`src/wpsp_pkg.sv`:
```
// Shared types and constants for the WAVE PCM stream parser.
// Holds the transaction structs, result and error codes, and position constants.
// Depends on nothing.
package wpsp_pkg;

   localparam int SEARCH_WINDOW = 256;

   localparam int FMT_BASE    = 'h14;
   localparam int FMT_LAST    = 'h23;
   localparam int TAG_MIN_END = 'h1F;
   localparam int RIFF_END    = 3;

   localparam int POS_LIMIT = (SEARCH_WINDOW > FMT_LAST + 1) ? SEARCH_WINDOW : FMT_LAST + 1;
   localparam int POS_W     = $clog2(POS_LIMIT + 1);

   typedef logic [POS_W-1:0] pos_type;

   localparam pos_type POS_RIFF_END    = pos_type'(RIFF_END);
   localparam pos_type POS_TAG_0       = pos_type'(FMT_BASE);
   localparam pos_type POS_TAG_1       = pos_type'(FMT_BASE + 1);
   localparam pos_type POS_CHAN_0      = pos_type'(FMT_BASE + 2);
   localparam pos_type POS_CHAN_1      = pos_type'(FMT_BASE + 3);
   localparam pos_type POS_RATE_0      = pos_type'(FMT_BASE + 4);
   localparam pos_type POS_RATE_1      = pos_type'(FMT_BASE + 5);
   localparam pos_type POS_RATE_2      = pos_type'(FMT_BASE + 6);
   localparam pos_type POS_RATE_3      = pos_type'(FMT_BASE + 7);
   localparam pos_type POS_BITS_0      = pos_type'(FMT_BASE + 14);
   localparam pos_type POS_BITS_1      = pos_type'(FMT_LAST);
   localparam pos_type POS_FMT_LAST    = pos_type'(FMT_LAST);
   localparam pos_type POS_TAG_MIN_END = pos_type'(TAG_MIN_END);
   localparam pos_type POS_SEARCH_LAST = pos_type'(SEARCH_WINDOW - 1);
   localparam pos_type POS_SEARCH_END  = pos_type'(SEARCH_WINDOW);
   localparam pos_type POS_MAX         = pos_type'(POS_LIMIT);

   localparam logic [31:0] RIFF_WORD  = 32'h4646_4952;
   localparam logic [31:0] DATA_TAG   = 32'h6174_6164;
   localparam logic [7:0]  TAG_FIRST  = 8'h64;
   localparam logic [7:0]  SIGN_FLIP  = 8'h80;
   localparam logic [15:0] PCM_TAG    = 16'h0001;
   localparam logic [15:0] CHAN_MONO  = 16'd1;
   localparam logic [15:0] CHAN_STEREO = 16'd2;
   localparam logic [15:0] BITS_NARROW = 16'd8;
   localparam logic [15:0] BITS_WIDE  = 16'd16;

   typedef enum logic [1:0] {
      KIND_FRAME,
      KIND_HEADER,
      KIND_ERROR,
      KIND_END
   } kind_type;

   typedef enum logic [2:0] {
      ERR_NONE,
      ERR_NOT_RIFF,
      ERR_NOT_PCM,
      ERR_CHANNELS,
      ERR_BITS,
      ERR_NO_DATA,
      ERR_SIZE_ZERO
   } err_type;

   typedef struct packed {
      logic [7:0] data_byte;
      logic       end_of_file;
   } req_item_type;

   typedef struct packed {
      kind_type           kind;
      logic signed [15:0] left_sample;
      logic signed [15:0] right_sample;
      err_type            error_code;
      logic [31:0]        sample_rate;
      logic [31:0]        total_frames;
      logic               last;
   } rsp_item_type;

endpackage

```
`src/wav_pcm_stream_parser.sv`:
```
// The parser takes one byte of a RIFF WAVE file per cycle and returns at most one result
// per byte through a two-entry output buffer, which registers each result. A byte is
// accepted in every cycle as long as the buffer has room; req_stall rises only when both
// buffer entries hold results that the consumer has not yet taken. There is no clearing
// pass after reset, and the parser core returns to its reset state after every byte that
// is marked as the end of the file. Top level; depends on wpsp_pkg, wpsp_parser and
// wpsp_out_buffer.
module wav_pcm_stream_parser (
   input  logic                   clock,
   input  logic                   reset,
   input  logic                   req_valid,
   output logic                   req_stall,
   input  wpsp_pkg::req_item_type req_item,
   output logic                   rsp_valid,
   input  logic                   rsp_stall,
   output wpsp_pkg::rsp_item_type rsp_item
);

   logic                   accept;
   logic                   res_valid;
   wpsp_pkg::rsp_item_type res_item;
   logic                   full;

   assign req_stall = full;
   assign accept    = req_valid && !full;

   wpsp_parser u_parser (
      .clock     (clock),
      .reset     (reset),
      .accept    (accept),
      .item      (req_item),
      .res_valid (res_valid),
      .res_item  (res_item)
   );

   wpsp_out_buffer u_out_buffer (
      .clock     (clock),
      .reset     (reset),
      .push      (res_valid),
      .push_item (res_item),
      .full      (full),
      .rsp_valid (rsp_valid),
      .rsp_stall (rsp_stall),
      .rsp_item  (rsp_item)
   );

endmodule

```
`src/wpsp_parser.sv`:
```
// Parser core: header checks, data tag search, size capture and frame assembly.
// Updates its state on each accepted byte and forms at most one result per byte.
// Depends on wpsp_pkg.
module wpsp_parser (
   input  logic                   clock,
   input  logic                   reset,
   input  logic                   accept,
   input  wpsp_pkg::req_item_type item,
   output logic                   res_valid,
   output wpsp_pkg::rsp_item_type res_item
);

   typedef enum logic [1:0] {
      PH_HEAD,
      PH_SIZE,
      PH_DATA,
      PH_DEAD
   } phase_type;

   phase_type         phase_ff, phase_in;
   wpsp_pkg::pos_type pos_ff, pos_in;
   logic [15:0]       fmt_tag_ff, fmt_tag_in;
   logic [15:0]       chan_ff, chan_in;
   logic [15:0]       bits_ff, bits_in;
   logic [31:0]       rate_ff, rate_in;
   logic [31:0]       len_ff, len_in;
   logic [23:0]       asm_ff, asm_in;
   logic [1:0]        match_ff, match_in;
   logic [1:0]        idx_ff, idx_in;
   logic              riff_bad_ff, riff_bad_in;
   logic              missing_ff, missing_in;

   logic              res_hit;
   logic [7:0]        b;
   logic              eof;
   logic              stereo;
   logic              wide;
   logic              frame_done;
   logic [7:0]        a0, a1, a2;
   logic              hit;
   logic              found;
   logic              size_done;
   logic              header;
   logic [1:0]        shift;
   wpsp_pkg::err_type err;

   assign b      = item.data_byte;
   assign eof    = item.end_of_file;
   assign stereo = (chan_ff == wpsp_pkg::CHAN_STEREO);
   assign wide   = (bits_ff == wpsp_pkg::BITS_WIDE);
   assign a0     = (idx_ff == 2'd0) ? b : asm_ff[7:0];
   assign a1     = (idx_ff == 2'd1) ? b : asm_ff[15:8];
   assign a2     = (idx_ff == 2'd2) ? b : asm_ff[23:16];
   assign frame_done = (stereo && wide) ? (idx_ff == 2'd3) :
                       (stereo || wide) ? (idx_ff == 2'd1) : (idx_ff == 2'd0);
   assign hit    = (b == wpsp_pkg::DATA_TAG[{match_ff, 3'b000} +: 8]);
   assign found  = hit && (&match_ff);
   assign res_valid = accept && res_hit;

   always_comb begin
      phase_in    = phase_ff;
      pos_in      = pos_ff;
      fmt_tag_in  = fmt_tag_ff;
      chan_in     = chan_ff;
      bits_in     = bits_ff;
      rate_in     = rate_ff;
      len_in      = len_ff;
      asm_in      = asm_ff;
      match_in    = match_ff;
      idx_in      = idx_ff;
      riff_bad_in = riff_bad_ff;
      missing_in  = missing_ff;
      res_hit     = 1'b0;
      res_item    = '0;
      err         = wpsp_pkg::ERR_NONE;
      size_done   = 1'b0;
      header      = 1'b0;
      shift       = '0;

      unique case (phase_ff)
         PH_DEAD: begin
            res_hit = 1'b0;
         end
         PH_DATA: begin
            asm_in = {a2, a1, a0};
            if (frame_done) begin
               res_hit           = 1'b1;
               res_item.kind     = wpsp_pkg::KIND_FRAME;
               res_item.left_sample = wide ? {a1, a0} : {a0 ^ wpsp_pkg::SIGN_FLIP, 8'h00};
               if (stereo) begin
                  res_item.right_sample = wide ? {b, a2} : {a1 ^ wpsp_pkg::SIGN_FLIP, 8'h00};
               end else begin
                  res_item.right_sample = res_item.left_sample;
               end
               res_item.last = eof;
               idx_in        = 2'd0;
               asm_in        = '0;
            end else begin
               idx_in = idx_ff + 2'd1;
               if (eof) begin
                  res_hit       = 1'b1;
                  res_item.kind = wpsp_pkg::KIND_END;
                  res_item.last = 1'b1;
               end
            end
         end
         PH_HEAD, PH_SIZE: begin
            if (pos_ff <= wpsp_pkg::POS_RIFF_END &&
                b != wpsp_pkg::RIFF_WORD[{pos_ff[1:0], 3'b000} +: 8]) begin
               riff_bad_in = 1'b1;
            end

            unique case (pos_ff)
               wpsp_pkg::POS_TAG_0:  fmt_tag_in[7:0]  = b;
               wpsp_pkg::POS_TAG_1:  fmt_tag_in[15:8] = b;
               wpsp_pkg::POS_CHAN_0: chan_in[7:0]     = b;
               wpsp_pkg::POS_CHAN_1: chan_in[15:8]    = b;
               wpsp_pkg::POS_RATE_0: rate_in[7:0]     = b;
               wpsp_pkg::POS_RATE_1: rate_in[15:8]    = b;
               wpsp_pkg::POS_RATE_2: rate_in[23:16]   = b;
               wpsp_pkg::POS_RATE_3: rate_in[31:24]   = b;
               wpsp_pkg::POS_BITS_0: bits_in[7:0]     = b;
               wpsp_pkg::POS_BITS_1: bits_in[15:8]    = b;
               default:              rate_in          = rate_ff;
            endcase

            if (phase_ff == PH_SIZE) begin
               len_in[{idx_ff, 3'b000} +: 8] = b;
               if (&idx_ff) begin
                  size_done = 1'b1;
               end else begin
                  idx_in = idx_ff + 2'd1;
               end
            end else begin
               if (hit) begin
                  match_in = match_ff + 2'd1;
               end else begin
                  match_in = (b == wpsp_pkg::TAG_FIRST) ? 2'd1 : 2'd0;
               end
               if (found && pos_ff < wpsp_pkg::POS_SEARCH_END &&
                   pos_ff >= wpsp_pkg::POS_TAG_MIN_END) begin
                  phase_in = PH_SIZE;
                  idx_in   = 2'd0;
               end
               if (phase_in == PH_HEAD && pos_ff >= wpsp_pkg::POS_SEARCH_LAST) begin
                  missing_in = 1'b1;
               end
            end

            if (pos_ff == wpsp_pkg::POS_RIFF_END && riff_bad_in) begin
               err = wpsp_pkg::ERR_NOT_RIFF;
            end else if (pos_ff == wpsp_pkg::POS_FMT_LAST) begin
               if (fmt_tag_in != wpsp_pkg::PCM_TAG) begin
                  err = wpsp_pkg::ERR_NOT_PCM;
               end else if (chan_in != wpsp_pkg::CHAN_MONO &&
                            chan_in != wpsp_pkg::CHAN_STEREO) begin
                  err = wpsp_pkg::ERR_CHANNELS;
               end else if (bits_in != wpsp_pkg::BITS_NARROW &&
                            bits_in != wpsp_pkg::BITS_WIDE) begin
                  err = wpsp_pkg::ERR_BITS;
               end
            end
            if (err == wpsp_pkg::ERR_NONE && missing_in &&
                pos_ff >= wpsp_pkg::POS_FMT_LAST) begin
               err = wpsp_pkg::ERR_NO_DATA;
            end
            if (err == wpsp_pkg::ERR_NONE && size_done) begin
               if (len_in == '0) begin
                  err = wpsp_pkg::ERR_SIZE_ZERO;
               end else begin
                  header = 1'b1;
               end
            end
            if (err == wpsp_pkg::ERR_NONE && !header && eof) begin
               if (pos_ff < wpsp_pkg::POS_RIFF_END) begin
                  err = wpsp_pkg::ERR_NOT_RIFF;
               end else if (pos_ff < wpsp_pkg::POS_FMT_LAST) begin
                  err = wpsp_pkg::ERR_NOT_PCM;
               end else begin
                  err = wpsp_pkg::ERR_NO_DATA;
               end
            end

            if (pos_ff != wpsp_pkg::POS_MAX) begin
               pos_in = pos_ff + wpsp_pkg::pos_type'(1);
            end

            if (err != wpsp_pkg::ERR_NONE) begin
               res_hit             = 1'b1;
               res_item.kind       = wpsp_pkg::KIND_ERROR;
               res_item.error_code = err;
               res_item.last       = 1'b1;
               phase_in            = PH_DEAD;
            end else if (header) begin
               shift = {1'b0, chan_in == wpsp_pkg::CHAN_STEREO} +
                       {1'b0, bits_in == wpsp_pkg::BITS_WIDE};
               res_hit               = 1'b1;
               res_item.kind         = wpsp_pkg::KIND_HEADER;
               res_item.sample_rate  = rate_in;
               res_item.total_frames = len_in >> shift;
               res_item.last         = eof;
               phase_in              = PH_DATA;
               idx_in                = 2'd0;
               asm_in                = '0;
            end
         end
      endcase
   end

   always_ff @(posedge clock) begin
      if (reset || (accept && eof)) begin
         phase_ff    <= PH_HEAD;
         pos_ff      <= '0;
         match_ff    <= '0;
         idx_ff      <= '0;
         riff_bad_ff <= 1'b0;
         missing_ff  <= 1'b0;
      end else if (accept) begin
         phase_ff    <= phase_in;
         pos_ff      <= pos_in;
         match_ff    <= match_in;
         idx_ff      <= idx_in;
         riff_bad_ff <= riff_bad_in;
         missing_ff  <= missing_in;
      end
      if (accept) begin
         fmt_tag_ff <= fmt_tag_in;
         chan_ff    <= chan_in;
         bits_ff    <= bits_in;
         rate_ff    <= rate_in;
         len_ff     <= len_in;
         asm_ff     <= asm_in;
      end
   end

endmodule

```
`src/wpsp_out_buffer.sv`:
```
// Two-entry result buffer: an output register backed by a skid register.
// Lets the parser take a byte while a finished result waits to be taken.
// Depends on wpsp_pkg.
module wpsp_out_buffer (
   input  logic                   clock,
   input  logic                   reset,
   input  logic                   push,
   input  wpsp_pkg::rsp_item_type push_item,
   output logic                   full,
   output logic                   rsp_valid,
   input  logic                   rsp_stall,
   output wpsp_pkg::rsp_item_type rsp_item
);

   logic                   out_valid_ff, out_valid_in;
   logic                   skid_valid_ff, skid_valid_in;
   wpsp_pkg::rsp_item_type out_item_ff, out_item_in;
   wpsp_pkg::rsp_item_type skid_item_ff, skid_item_in;
   logic                   pop;

   assign pop       = out_valid_ff && !rsp_stall;
   assign full      = skid_valid_ff;
   assign rsp_valid = out_valid_ff;
   assign rsp_item  = out_item_ff;

   always_comb begin
      out_valid_in  = out_valid_ff;
      skid_valid_in = skid_valid_ff;
      out_item_in   = out_item_ff;
      skid_item_in  = skid_item_ff;
      priority if (skid_valid_ff) begin
         if (pop) begin
            out_item_in   = skid_item_ff;
            skid_valid_in = 1'b0;
         end
      end else if (push) begin
         if (!out_valid_ff || pop) begin
            out_item_in  = push_item;
            out_valid_in = 1'b1;
         end else begin
            skid_item_in  = push_item;
            skid_valid_in = 1'b1;
         end
      end else begin
         out_valid_in = out_valid_ff && !pop;
      end
   end

   always_ff @(posedge clock) begin
      if (reset) begin
         out_valid_ff  <= 1'b0;
         skid_valid_ff <= 1'b0;
      end else begin
         out_valid_ff  <= out_valid_in;
         skid_valid_ff <= skid_valid_in;
      end
      out_item_ff  <= out_item_in;
      skid_item_ff <= skid_item_in;
   end

endmodule

```
`config.mk`:
```
export PLATFORM = sky130hd
export DESIGN_NAME = wav_pcm_stream_parser
export DESIGN_NICKNAME = d
export VERILOG_FILES = /design/src/wpsp_pkg.sv /design/src/wav_pcm_stream_parser.sv /design/src/wpsp_parser.sv /design/src/wpsp_out_buffer.sv
export SDC_FILE = /design/constraint.sdc
export NUM_CORES = 1
export LEC_CHECK = 0
export BUFFER_PORTS_ARGS = -buffer_cell sky130_fd_sc_hd__buf_2
export CORE_MARGIN = 2
export CORE_UTILIZATION = 40
export CTS_CLUSTER_DIAMETER = 120
export CTS_CLUSTER_SIZE = 16
export DETAILED_ROUTE_END_ITERATION = 12
export PLACE_DENSITY = 0.6
export SLEW_MARGIN = 30
export SYNTH_ARGS = -nofsm -noshare
export SYNTH_HDL_FRONTEND = slang
export SYNTH_HIERARCHICAL = 1
export SYNTH_SLANG_ARGS = --single-unit
export TNS_END_PERCENT = 20
```
`constraint.sdc`:
```
create_clock -name clock -period 12.9 [get_ports clock]
set_clock_uncertainty 0.2 [all_clocks]
set_input_delay 0.645 -clock clock [delete_from_list [all_inputs] [get_ports clock]]
set_output_delay 0.645 -clock clock [all_outputs]
set_load 0.05 [all_outputs]
```
Word-level counts from Yosys, hierarchy flattened
Index checks and enable logic that the tools add are counted.
{ "op_classes": {"bitwise": 5, "shifts": 5, "order_cmp": 7, "reduce_logical": 50, "muxes": 101, "addsub": 5, "n_eq_ne": 35} }
{ "op_table": {"columns": ["op", "n"], "rows": [
  ["102-bit two-way mux", 4],
  ["8-bit two-way mux", 19],
  ["32-bit two-way mux", 4],
  ["9-bit by 5-bit == test with 1-bit output (second input constant)", 8],
  ["24-bit two-way mux", 3],
  ["67-bit two-way mux", 1],
  ["65-bit two-way mux", 1],
  ["64-bit two-way mux", 1],
  ["32-bit by 6-bit variable part select with 8-bit output (first input constant)", 2],
  ["16-bit two-way mux", 3],
  ["3-bit two-way mux", 16],
  ["24-bit case mux with 2 select lines", 1],
  ["32-bit bitwise mux", 1],
  ["16-bit by 2-bit == test with 1-bit output (second input constant)", 2],
  ["16-bit by 5-bit == test with 1-bit output (second input constant)", 2],
  ["32-bit zero test", 1],
  ["2-bit two-way mux", 16],
  ["16-bit by 1-bit inequality test with 1-bit output (second input constant)", 2],
  ["8-bit by 7-bit variable shift with 32-bit output (first input constant)", 1],
  ["8-bit by 7-bit variable part select with 32-bit output", 1],
  ["32-bit by 2-bit >> shifter with 32-bit output", 1],
  ["1-bit two-way mux", 27],
  ["1-bit logical AND", 19],
  ["9-bit by 6-bit == test with 1-bit output (second input constant)", 2],
  ["38 further kinds", 70]
]} }
{ "totals": {"out_inout_bits": 104, "wordCells": 236, "input_bits": 13, "reg_bits": 359} }

Depth between registers and ports, before layout
{ "depth": {"ltp_word": 32, "ltp_mapped": 17, "depth_no_buf": 15} }

Cells and area by module
The synthesis kept the hierarchy.
{ "modules_own_cells": {"columns": ["mod", "seq_area_each_um2", "n_inst", "area_per_inst_um2", "cells_each"], "rows": [
  ["wpsp_parser", 4424.2, 1, 9736.8, 959],
  ["wpsp_out_buffer", 6165.9, 1, 7602.3, 330],
  ["wav_pcm_stream_parser", 0.0, 1, 13.8, 1]
]} }

Least setup slack after synthesis
OpenSTA, ideal clock, no wires.
{ "synth_timing": {"path_type": "input -> register", "from": "input req_valid", "to": "register u_out_buffer.out_item_ff, in the netlist u_out_buffer/rsp_item[0], enable pin", "t_required_ns": 11.981, "path_buffers": 0, "setup_time_ns": 0.719, "arrival_ns": 11.083, "slack_ns": 0.898, "stages": 6, "cell_sequence": "nor2b_4 > nand2_1 > inv_1 > a22o_1 > nand2b_1 > a21boi_0"} }
{ "synth_between": {"elab_chain_len": 4} }
{ "synth_lines": {"columns": ["item", "line", "text"], "rows": [
  ["from (decl)", "wav_pcm_stream_parser.sv:11", "input logic req_valid,"],
  ["1-bit logical AND", "wav_pcm_stream_parser.sv:25", "assign accept = req_valid && !full;"],
  ["1-bit logical AND", "wpsp_parser.sv:58", "assign res_valid = accept && res_hit;"],
  ["via res_valid", "wav_pcm_stream_parser.sv:20", "logic res_valid;"],
  ["2-bit nonzero test (no line)", null, null],
  ["3-bit AND reduction (no line)", null, null],
  ["to (signal assigned)", "wpsp_out_buffer.sv:57", "out_item_ff <= out_item_in;"],
  ["to (decl)", "wpsp_out_buffer.sv:17", "wpsp_pkg::rsp_item_type out_item_ff, out_item_in;"]
]} }
The timed path passes the listed nets, and every way through them passes these cells.
A chain may end at the register's enable or synchronous reset.

Final worst setup path
{ "layout_timing": {"from": "register u_parser.pos_ff[0]", "to": "register u_out_buffer/skid_item_ff[62] (netlist name), enable pin"} }
{ "layout_between": {"elab_chain_len": 30, "word_cells_on_any_way": 81, "cone_classes": "order compare (7); eq/ne (13); shift (1); mux (40); reduce/logical (20)"} }
{ "layout_lines": {"columns": ["item", "line", "text"], "rows": [
  ["from (decl)", "wpsp_parser.sv:21", "wpsp_pkg::pos_type pos_ff, pos_in;"],
  ["from (signal assigned)", "wpsp_parser.sv:220", "pos_ff <= pos_in;"],
  ["9-bit by 6-bit == test with 1-bit output, on equally long branches", "wpsp_parser.sv:113, wpsp_parser.sv:152", null],
  ["8-bit two-way mux", "wpsp_parser.sv:113", "unique case (pos_ff)"],
  ["8-bit two-way mux", "wpsp_parser.sv:80", "unique case (phase_ff)"],
  ["16-bit by 4-bit inequality test with 1-bit output or 16-bit by 5-bit inequality test with 1-bit output (tied branches)", "wpsp_parser.sv:158, wpsp_parser.sv:159", null],
  ["1-bit logical AND", "wpsp_parser.sv:158", "end else if (bits_in != wpsp_pkg::BITS_NARROW &&"],
  ["3-bit two-way mux", "wpsp_parser.sv:158", null],
  ["3-bit two-way mux", "wpsp_parser.sv:155", "end else if (chan_in != wpsp_pkg::CHAN_MONO &&"],
  ["3-bit two-way mux", "wpsp_parser.sv:153", "if (fmt_tag_in != wpsp_pkg::PCM_TAG) begin"],
  ["(+15 left out)", null, null],
  ["3-bit two-way mux", "wpsp_parser.sv:174", "if (err == wpsp_pkg::ERR_NONE && !header && eof) begin"],
  ["3-bit two-way mux", "wpsp_parser.sv:80", null],
  ["3-bit nonzero test", "wpsp_parser.sv:188", "if (err != wpsp_pkg::ERR_NONE) begin"],
  ["1-bit two-way mux *", "wpsp_parser.sv:188", null],
  ["1-bit case mux with 3 select lines *", "wpsp_parser.sv:80", null],
  ["1-bit logical AND *", "wpsp_parser.sv:58", null],
  ["via res_valid", "wav_pcm_stream_parser.sv:20", null],
  ["3-bit AND reduction (no line) *", null, null],
  ["to (signal assigned)", "wpsp_out_buffer.sv:58", "skid_item_ff <= skid_item_in;"],
  ["to (decl)", "wpsp_out_buffer.sv:18", "wpsp_pkg::rsp_item_type skid_item_ff, skid_item_in;"]
]} }
The timed path passes the listed nets; every way through them passes the cells marked *. The select of a mux whose other input is x is not followed.

==> metrics.yaml <==
placement:
  dpl.hpwl_um: 23900
  gp_congestion: 0.815
  portBuffers: 116
  postPlaceCellArea_um2: 18400
final_layout:
  drive_above_1_share: 0.275
  fin_nets: 1394
  multi_input_area_um2: 6210
  seq_area_um2: 10600
  fillers: 3914
  syn_to_final_growth_pct: 10.7
  final_area_um2: 19200
pwr:
  p_leak_nw: 6.52
  peakVddDrop_uv: 73.9
  powerDensity_nw_per_um2: 132
critical_path:
  worstReg2RegStart: "u_parser/pos_ff[0]"
  slowest_stage: "or4b_2"
  crit_required_ps: 12900
  critical_path.cell_chain: "ha_1, nor2b_1, nand3_2, mux2i_1, or4_4, nor4_1, a21oi_1, or4b_2, nand3_1, a22o_1, nand2b_1, nor2_4, buf_6"
  worstReg2RegEnd: "u_out_buffer/skid_item_ff[62]"
  startpoint_type: "register"
  critPathKind: "register to register"
  rrSetupSlack_ps: 7450
  r2r_cells: 13
  cpPeakStageDelay_ps: 740
  cp_max_fo: 71
  cp.arrival_ps: 5450
  cp-end-kind: "register"
outcome:
  run_status: "finished, final reports clean"
clock_tree:
  cts_root_buf: "clkbuf_16"
  cts_buffers: 26
  cts_tree: "done"
  ctsResizeCount: 0
  h-tree-depth: 1
  post_cts_buffers: 0
  cts_buffer_depth: 3
  clock_latency_ps: 570
  postCtsHoldBufs: 0
  cts_sinks: 359
  clkSlewWorstSetupHoldPaths_ps: 70
floorplan:
  die_h_um: 212
  core_um2: 43000
  fp.dieW_um: 212
  io_pins: 117
  die-area_um2: 45100
  initial_utilization: 0.404
  row_count: 76
logic_synthesis:
  yosysSeqAreaShare: 0.610
  muxShareOfSynthArea: 0.168
  yosys.area.top_type_share: 0.588
  syn_area_um2: 17400
  yosysUniqueCellTypes: 65
  yosys-top-cells-count: "340 x edfxtp_1, 155 x nor2_1, 150 x mux2_2"
  synth-compound-area-share: 0.0657
  synth.avg_cell_area_um2: 13.5
  synthTopCellsByArea: "edfxtp_1 59%, mux2_2 9.7%, nor2_1 3.4%"
  yosys.area_share.simple: 0.100
  synth_edf_count: 340
  yosys_warnings: 6
  synthAdderAreaFrac: 0.0130
  post-synth-top-area-cell: "edfxtp_1"
  syn_inst: 1290
  ys.flop_type: "edfxtp_1"
  synth_most_common_cell: "edfxtp_1"
  syn_nets: 1321
  synth_top_family_by_area: "multiplexers"
  synth_xor_area_frac: 0.00858
  synth_seq_cells: 359
  async_reset_ff_frac: 0
timing:
  rsz0062_at_grt: "no"
  timing.final.crit_share: 0.423
  slew_headroom: 0.363
  fin_crit_ps: 5450
  setup_tns_ps: 0
  setup_viol: 0
  slew_viol_final: 0
  clock.fmax_mhz: 183
  hold_viol: 0
  worst_pin_slew_ps: 952
detailed_routing:
  ant_nets: 0
  drc_errors: 0
  wire_per_inst_um: 19.1
  drt_iter0_markers: 843
  firstDrtPassIters: 5
  vias: 10500
  viasPerCell: 5.34
  routed_wl_um: 37600
global_routing:
  grt_max_degree: 72
  antenna_found_initial: 1
  grt-ovfl-total: 0
  groute.usage.overall: 0.165
  first_global_vias: 10200
  grt_pass1_wl_um: 58500
hold_path:
  hp-class: "input pin to register"
  worstHoldEndpoint: "u_out_buffer/full"
  whs_path_depth: 2
  worstHoldStart: "reset"
run:
  drv_cap: 0
-- metrics by stage --
step	setup slack [ps]	util	power (W)	instances	hold WS, ps
after floorplan	898	-	0.00172	1290	237
after global placement	6850	0.428	0.00179	1918	251
after detailed placement	6720	0.428	0.00180	1918	260
after CTS	6670	0.446	0.00258	1966	91.9
after global routing	7110	0.447	0.00265	1969	100
final	7450	0.447	0.00254	1969	124
-- final cells by class --
cell class	count	share of cell area
Antenna cell	1	0.000130
Clock buffer	46	0.0378
Clock inverter	2	0.00143
Inverter	39	0.00775
Multi-Input combinational cell	801	0.323
Sequential cell	359	0.551
Tap cell	585	0.0381
Timing Repair Buffer	136	0.0401
-- kinds of logic (layout without fill, tap and decap cells) --
logic type | Yosys count | after routing
XOR/XNOR | 17 | 17
AO/OA/AOI/OAI | 172 | 172
buffers and inverters | 130 | 223
multiplexers | 246 | 246
adder cells (fa/ha/maj) | 18 | 18
other | 0 | 1
flip-flops | 359 | 359
AND/OR/NAND/NOR | 348 | 348
-- power by group --
part           switching, W  internal (W)  leakage, nW  total, W
sequential        0.0000322       0.00136         3.19   0.00139
combinational      0.000273      0.000105         2.97  0.000377
clock              0.000389      0.000383        0.357  0.000773
total              0.000694       0.00185         6.52   0.00254
-- layout by cell type, fill, tap and decap left out, types with 23 or more instances in the layout --
cell type	synthesis	layout
mux2_4	37	37
inv_1	39	38
a22oi_1	23	23
nand2_1	43	43
clkbuf_16	0	26
a211oi_1	28	28
mux2_2	150	150
nor3_1	24	23
buf_2	16	116
nor2_1	155	154
a21oi_1	43	42
nor2b_1	41	41
edfxtp_1	340	340
o21ai_0	24	24
mux2i_1	53	53
-- per-layer routing --
metal / routed length [um] / GRT usage
met5: 0 / 0
met1: 17800 / 0.242
met3: 2060 / 0.0230
met2: 17100 / 0.256
met4: 688 / 0.0420
-- sequential cells by signal (all words and copies together), names as in the netlist, 2 cells and up --
register / count
u_parser/rate_ff: 32
u_parser/bits_ff: 16
u_parser/len_ff: 32
u_parser/pos_ff: 9
u_parser/idx_ff: 2
u_parser/match_ff: 2
u_out_buffer/rsp_item: 102
u_parser/phase_ff: 2
u_parser/fmt_tag_ff: 16
u_out_buffer/skid_item_ff: 102
u_parser/asm_ff: 24
u_parser/chan_ff: 16
-- worst max-delay path: cells and delay by family (launching register included) --
family          cells  cell delay (ps)
fa+ha+maj           1              310
compound gates      2              330
flops               1              510
buf+inv             1              560
mux                 1              210
simple gates        8             2810
-- worst max path at each step --
stage,from,endpoint,slack (ps),cells after the start
final,u_parser/pos_ff[0],u_out_buffer/skid_item_ff[62],7450,13
after global routing,u_parser/pos_ff[0],u_out_buffer/skid_item_ff[38],7110,13
after CTS,u_parser/idx_ff[0],u_out_buffer/skid_item_ff[21],6670,16
after detailed placement,u_parser/idx_ff[0],u_out_buffer/skid_item_ff[36],6720,16
after global placement,u_parser/idx_ff[0],u_out_buffer/skid_item_ff[41],6850,17
after floorplan,req_valid,u_out_buffer/rsp_item[0],900,6
Power figures use the tool's default switching activity.
